[src/hdl/cluster_mean_direction_estimator_defines.svh]
// Assertion macros shared by the estimator RTL.
`ifndef CLUSTER_MEAN_DIRECTION_ESTIMATOR_DEFINES_SVH
`define CLUSTER_MEAN_DIRECTION_ESTIMATOR_DEFINES_SVH

// Same-cycle implication, sampled on clk, off while rst is high.
`define CMDE_ASSERT_IMP(name, ante, cons, msg) \
  name: assert property (@(posedge clk) disable iff (rst) (ante) |-> (cons)) else $error(msg);

// Next-cycle implication, sampled on clk, off while rst is high.
`define CMDE_ASSERT_NXT(name, ante, cons, msg) \
  name: assert property (@(posedge clk) disable iff (rst) (ante) |=> (cons)) else $error(msg);

`endif

[src/hdl/cmde_pkg.sv]
// Types and constants of the cluster mean direction estimator.
`timescale 1ns / 1ps
package cmde_pkg;

  localparam int SUM_W      = 40;
  localparam int HALF_W     = 20;
  localparam int CNT_W      = 20;
  localparam int LEN_W      = 7;
  localparam int SQ_W       = 86;
  localparam int NORM_W     = 43;
  localparam int DIV_NUM_W  = 54;
  localparam int DIR_SHIFT  = 14;
  localparam int CFG_DATA_W = 7;

  localparam logic [1:0] OP_CLEAR  = 2'd0;
  localparam logic [1:0] OP_ACCUM  = 2'd1;
  localparam logic [1:0] OP_FINISH = 2'd2;
  localparam logic [1:0] OP_NOP    = 2'd3;

  localparam logic CFG_NUM_CLUSTERS  = 1'b0;
  localparam logic CFG_SERIES_LENGTH = 1'b1;

  localparam logic [4:0] NUM_CLUSTERS_RST  = 5'd16;
  localparam logic [6:0] SERIES_LENGTH_RST = 7'd64;

  localparam logic [14:0] DIR_ONE = 15'd16384;

  typedef struct packed {
    logic [1:0]         op;
    logic [3:0]         cluster;
    logic [5:0]         time_index;
    logic signed [15:0] sample;
    logic               in_mask;
  } in_t;

  typedef struct packed {
    logic [3:0]         cluster_res;
    logic [5:0]         time_index_res;
    logic signed [15:0] direction;
    logic [15:0]        mean_norm;
    logic [19:0]        voxel_count;
    logic               last;
  } out_t;

  typedef struct packed {
    logic load;
    logic clr_step;
    logic acc_rd;
    logic acc_wr;
    logic fin_start;
    logic sum_rd;
    logic sq_abs;
    logic mul_ll;
    logic mul_lh;
    logic mul_hh;
    logic idx_inc;
    logic idx_clr;
    logic sqrt_start;
    logic mdiv_start;
    logic mnorm_take;
    logic dir_go;
    logic dir_take;
    logic out_load;
  } cmd_t;

  typedef struct packed {
    logic [1:0] op;
    logic       acc_ok;
    logic       fin_ok;
    logic       clr_last;
    logic       idx_last;
    logic       sqrt_done;
    logic       div_done;
    logic       cnt_zero;
    logic       dir_zero;
    logic       out_free;
  } status_t;

endpackage

[src/hdl/cmde_ctrl.sv]
// Controller: sequences clear, accumulate and finish over the datapath.
`timescale 1ns / 1ps
module cmde_ctrl (
  input  logic                 clk,
  input  logic                 rst,
  input  logic                 in_valid,
  output logic                 in_ready,
  output cmde_pkg::cmd_t       cmd,
  input  cmde_pkg::status_t    status
);
  typedef enum logic [4:0] {
    ST_CLEAR, ST_IDLE, ST_DECODE, ST_ACC_RD, ST_ACC_WR, ST_FIN,
    ST_SQ_RD, ST_SQ_ABS, ST_MUL_LL, ST_MUL_LH, ST_MUL_HH, ST_SQ_NEXT,
    ST_SQRT_GO, ST_SQRT_WAIT, ST_MDIV_GO, ST_MDIV_WAIT,
    ST_DIR_RD, ST_DIR_GO, ST_DIR_WAIT, ST_DIR_OUT
  } state_t;

  state_t state;
  state_t state_next;

  assign in_ready = (state == ST_IDLE);

  always_comb begin
    cmd        = '0;
    state_next = state;
    unique case (state)
      ST_CLEAR: begin
        cmd.clr_step = 1'b1;
        if (status.clr_last) state_next = ST_IDLE;
      end
      ST_IDLE: begin
        if (in_valid) begin
          cmd.load   = 1'b1;
          state_next = ST_DECODE;
        end
      end
      ST_DECODE: begin
        unique case (status.op)
          cmde_pkg::OP_CLEAR:  state_next = ST_CLEAR;
          cmde_pkg::OP_ACCUM:  state_next = status.acc_ok ? ST_ACC_RD : ST_IDLE;
          cmde_pkg::OP_FINISH: state_next = status.fin_ok ? ST_FIN : ST_IDLE;
          default:             state_next = ST_IDLE;
        endcase
      end
      ST_ACC_RD: begin
        cmd.acc_rd = 1'b1;
        state_next = ST_ACC_WR;
      end
      ST_ACC_WR: begin
        cmd.acc_wr = 1'b1;
        state_next = ST_IDLE;
      end
      ST_FIN: begin
        cmd.fin_start = 1'b1;
        state_next    = ST_SQ_RD;
      end
      ST_SQ_RD: begin
        cmd.sum_rd = 1'b1;
        state_next = ST_SQ_ABS;
      end
      ST_SQ_ABS: begin
        cmd.sq_abs = 1'b1;
        state_next = ST_MUL_LL;
      end
      ST_MUL_LL: begin
        cmd.mul_ll = 1'b1;
        state_next = ST_MUL_LH;
      end
      ST_MUL_LH: begin
        cmd.mul_lh = 1'b1;
        state_next = ST_MUL_HH;
      end
      ST_MUL_HH: begin
        cmd.mul_hh = 1'b1;
        state_next = ST_SQ_NEXT;
      end
      ST_SQ_NEXT: begin
        cmd.idx_inc = 1'b1;
        state_next  = status.idx_last ? ST_SQRT_GO : ST_SQ_RD;
      end
      ST_SQRT_GO: begin
        cmd.sqrt_start = 1'b1;
        cmd.idx_clr    = 1'b1;
        state_next     = ST_SQRT_WAIT;
      end
      ST_SQRT_WAIT: begin
        if (status.sqrt_done) state_next = status.cnt_zero ? ST_DIR_RD : ST_MDIV_GO;
      end
      ST_MDIV_GO: begin
        cmd.mdiv_start = 1'b1;
        state_next     = ST_MDIV_WAIT;
      end
      ST_MDIV_WAIT: begin
        cmd.mnorm_take = 1'b1;
        if (status.div_done) state_next = ST_DIR_RD;
      end
      ST_DIR_RD: begin
        cmd.sum_rd = 1'b1;
        state_next = ST_DIR_GO;
      end
      ST_DIR_GO: begin
        cmd.dir_go = 1'b1;
        state_next = status.dir_zero ? ST_DIR_OUT : ST_DIR_WAIT;
      end
      ST_DIR_WAIT: begin
        cmd.dir_take = 1'b1;
        if (status.div_done) state_next = ST_DIR_OUT;
      end
      ST_DIR_OUT: begin
        if (status.out_free) begin
          cmd.out_load = 1'b1;
          if (status.idx_last) begin
            state_next = ST_IDLE;
          end else begin
            cmd.idx_inc = 1'b1;
            state_next  = ST_DIR_RD;
          end
        end
      end
      default: state_next = ST_IDLE;
    endcase
  end

  always_ff @(posedge clk) begin
    if (rst) begin
      state <= ST_CLEAR;
    end else begin
      state <= state_next;
    end
  end
endmodule

[config.mk]
export PLATFORM = sky130hd
export DESIGN_NAME = cmde_ctrl
export DESIGN_NICKNAME = d
export VERILOG_FILES = /design/src/hdl/cluster_mean_direction_estimator_defines.svh /design/src/hdl/cmde_pkg.sv /design/src/hdl/cmde_ctrl.sv
export SDC_FILE = /design/constraint.sdc
export NUM_CORES = 1
export LEC_CHECK = 0
export BUFFER_PORTS_ARGS = -buffer_cell sky130_fd_sc_hd__buf_2
export CORE_ASPECT_RATIO = 0.9
export CORE_MARGIN = 2
export CORE_UTILIZATION = 45
export CTS_BUF_LIST = sky130_fd_sc_hd__clkbuf_8 sky130_fd_sc_hd__clkbuf_16
export DETAILED_ROUTE_END_ITERATION = 10
export PLACE_DENSITY = 0.89
export SYNTH_ARGS = -nofsm -noshare
export SYNTH_HDL_FRONTEND = slang
export SYNTH_SLANG_ARGS = --single-unit
[constraint.sdc]
create_clock -name clk -period 2 [get_ports clk]
set_clock_uncertainty 0.2 [all_clocks]
set_input_delay 0.2 -clock clk [delete_from_list [all_inputs] [get_ports clk]]
set_output_delay 0.2 -clock clk [all_outputs]
set_load 0.01 [all_outputs]
==> flow_metrics.tcl <==
set metrics [dict create \
    largest_reg_flops 5 \
    cp_slowest_cell "or3b_2" \
    hold_depth 2 \
    synth-seq-cells 5 \
    yosysSeqAreaShare 0.144 \
    outcome "completed" \
    grt_pass1_wl_um 3270 \
    setup-tns-final_ns 0 \
    globalRouteTotalUtil 0.244 \
    path_buf_inv 1 \
    area_delta_synth_final_pct 41.1 \
    drtIter0Drc 37 \
    finalNetCount 160 \
    viasPerCell 5.95 \
    antenna_cells 0 \
    final.setup.worst_slack_ns 0.00168 \
    cts_sinks 5 \
    grt_max_degree 16 \
    worstPathRequired_ns 1.60 \
    placed_cells 155 \
    synth_nets 122 \
    crit_path_start_kind "flip-flop" \
    htreeDepth 1 \
    crit_fanout 5 \
    cts.path.max_buffers 2 \
    hold_end "state[0]$_SDFFE_PP0P_" \
    die-area_um2 1880 \
    worst_pin_slew_ns 0.514 \
    firstDrtPassIters 4 \
    leakage_uw 0.000444 \
    cp_data_arrival_time_ns 1.60 \
    fp.dieW_um 45.5 \
    path_cells "or3b_2 > nor3b_1 > buf_2" \
    antenna_found_initial 0 \
    power_uw 466 \
    die_h_um 41.3 \
    numPortBuffers 32 \
    drc_errors 0 \
    peakVddDrop_v 0.000390 \
    clk-insertion-delay-late_ns 0.22 \
    worstHoldPathType "primary input to flip-flop" \
    postSynthAreaPerCell_um2 6.45 \
    use_met2 0.493 \
    min_from "rst" \
    p_per_area_nw_per_um2 474 \
    r2r_cells 6 \
    cts_hold_buf 0 \
    final_cell_count_no_fill 160 \
    worstSetupPathType "flip-flop to primary output" \
    setup_violations 0 \
    rr_startpoint "state[4]$_SDFFE_PP0P_" \
    top_regs "state (5)" \
    top_register "state" \
    timing.fmax_ghz 0.500 \
    ioPinCount 33 \
    syn_inst 108 \
    max_stage_delay_ns 0.57 \
    hpwl_um 1670 \
    gp_congestion 0.898 \
    start_util 0.481 \
    timing.rr.end "state[3]$_SDFFE_PP0P_" \
    dr_total_vias 952 \
    ant_nets 0 \
    cts_tree "done" \
    wire_per_inst_um 14.2 \
    synth_top_cell_by_area "dfxtp_1" \
    grt_overflow 0 \
    hold-worst-slack_ns 0.0123 \
    yosys.area.top_type_share 0.144 \
    ff2ff_setup_slack_ns 0.09 \
    drv_slew 0 \
    cp-end-kind "primary output" \
    grt.met1_usage 0.267 \
    crit_family "simple AND/OR/NAND/NOR gates" \
    hold_violations 0 \
    period_minus_slack_ns 2.00 \
    ys_top_cells_by_area "dfxtp_1, nor2_1, nor3_1" \
    drt-total-wl_um 2280 \
    grt_pass1_vias 766 \
    cap_viol_max_count 0 \
    coreArea_um2 1450 \
    syn-cell-area_um2 697 \
    drive_above_1_share 0.421 \
    period_share 0.999 \
    dp_slack_ns 0.109 \
    cts_made_buffers 3 \
    fp-row-count 13 \
    max_slew_margin 0.655 \
    top_usage_layer "met2" \
    yosys_warnings 0 \
    clkSlewWorstSetupHoldPaths_ns 0.04 \
    cts_root_buf "clkbuf_8" \
    grtUsageMet3 0.0474 \
    synth_cell_type_count 41 \
]
[worst register-to-register path: cells and delay by family (launching register included)]
family	cells	cell delay, ns
buffers and inverters	1	0.15
DFF	1	0.33
and+or+nand+nor	5	1.16
[layout make-up]
| class | instances | area [µm²] |
|---|---|---|
| Multi-Input combinational cell | 90 | 559 |
| Tap cell | 15 | 18.8 |
| Inverter | 4 | 18.8 |
| Clock buffer | 3 | 41.3 |
| Timing Repair Buffer | 42 | 239 |
| Fill cell | 131 | 464 |
| Clock inverter | 1 | 3.75 |
| Sequential cell | 5 | 103 |
[cell families after synthesis]
| kind of cell | Yosys count | synth area share |
|---|---|---|
| buffers and inverters | 13 | 0.0898 |
| AND/OR/NAND/NOR | 67 | 0.542 |
| AO/OA/AOI/OAI | 21 | 0.194 |
| flip-flops | 5 | 0.144 |
| multiplexers | 2 | 0.0305 |
[cell usage after synthesis]
| cell type | n |
|---|---|
| a21oi_2 | 1 |
| nor2b_1 | 2 |
| or3b_1 | 1 |
| o21ai_0 | 3 |
| o22ai_1 | 3 |
| mux2i_1 | 1 |
| nor3_2 | 2 |
| a211oi_1 | 2 |
| mux2_2 | 1 |
| o2111ai_1 | 1 |
| buf_2 | 2 |
| or3b_2 | 1 |
| nor4_2 | 1 |
| a31oi_1 | 1 |
| dfxtp_1 | 5 |
| a21boi_0 | 2 |
| o32a_1 | 1 |
| buf_4 | 1 |
| and2_1 | 1 |
| nor4b_1 | 1 |
| or2_1 | 1 |
| clkbuf_1 | 4 |
| o31ai_1 | 1 |
| and3_1 | 1 |
| or4b_1 | 1 |
| or2_2 | 1 |
| buf_6 | 1 |
| nor3_1 | 8 |
| nand2_1 | 10 |
| nor3b_1 | 2 |
| buf_1 | 1 |
| nor4_4 | 1 |
| nand3_1 | 7 |
| nor2_1 | 17 |
| nor4_1 | 1 |
| a21oi_1 | 6 |
| nand4_1 | 1 |
| inv_1 | 4 |
| nand4b_1 | 1 |
| or3_1 | 3 |
| nand2b_1 | 3 |
[repair_timing]
action / 4_1_cts / 5_1_grt
setup endpoints to repair: 0 / 8
buffers inserted: 0 / 1
resized for setup: 0 / 10
hold endpoints to repair: 0 / 0
[per-layer routing]
layer / part of all wire / up-vias
met3: 0.072 / 4
li1: - / 467
met2: 0.51 / 53
met5: 0 / -
met1: 0.40 / 428
met4: 0.014 / 0
[layout by cell type, fill, tap and decap left out, types with 2 or more instances in the layout]
master / instances
or3_1: 3
inv_1: 4
nor3_1: 8
nand2_1: 9
a21oi_1: 6
dfxtp_1: 3
nor2_1: 16
nand2b_1: 3
o21ai_0: 3
buf_2: 32
nand3_1: 7
nor3b_1: 2
dfxtp_2: 2
clkbuf_8: 3
a21boi_0: 2
nor2b_1: 2
o22ai_1: 3
buf_4: 9
[power by group]
part / internal [µW] / total, µW / switching (µW) / leakage [µW]
sequential: 106 / 115 / 9.23 / 0.0000414
combinational: 73.0 / 170 / 97.2 / 0.000376
clock: 132 / 180 / 48.9 / 0.0000269
[worst max path at each step]
stage | start | to | slack (ns) | cells after the start
finish | state[2]$_SDFFE_PP0P_ | cmd[1] | 0.002 | 3
global route | state[2]$_SDFFE_PP0P_ | cmd[1] | -0.04 | 3
CTS | state[4]$_SDFFE_PP0P_ | cmd[7] | 0.02 | 6
detailed placement | state[4]$_SDFFE_PP0P_ | state[3]$_SDFFE_PP0P_ | 0.11 | 6
global placement | state[0]$_SDFFE_PP0P_ | state[0]$_SDFFE_PP0P_ | 0.18 | 6
floorplan | state[0]$_SDFFE_PP0P_ | state[3]$_SDFFE_PP0P_ | 0.19 | 6
[metrics by stage]
stage | utilization | area, µm²
6_report | 0.679 | 983
5_1_grt | 0.679 | 983
4_1_cts | 0.650 | 941
3_5_place_dp | 0.619 | 896
3_3_place_gp | 0.619 | 896
2_1_floorplan | - | 697
Power figures use the tool's default switching activity.
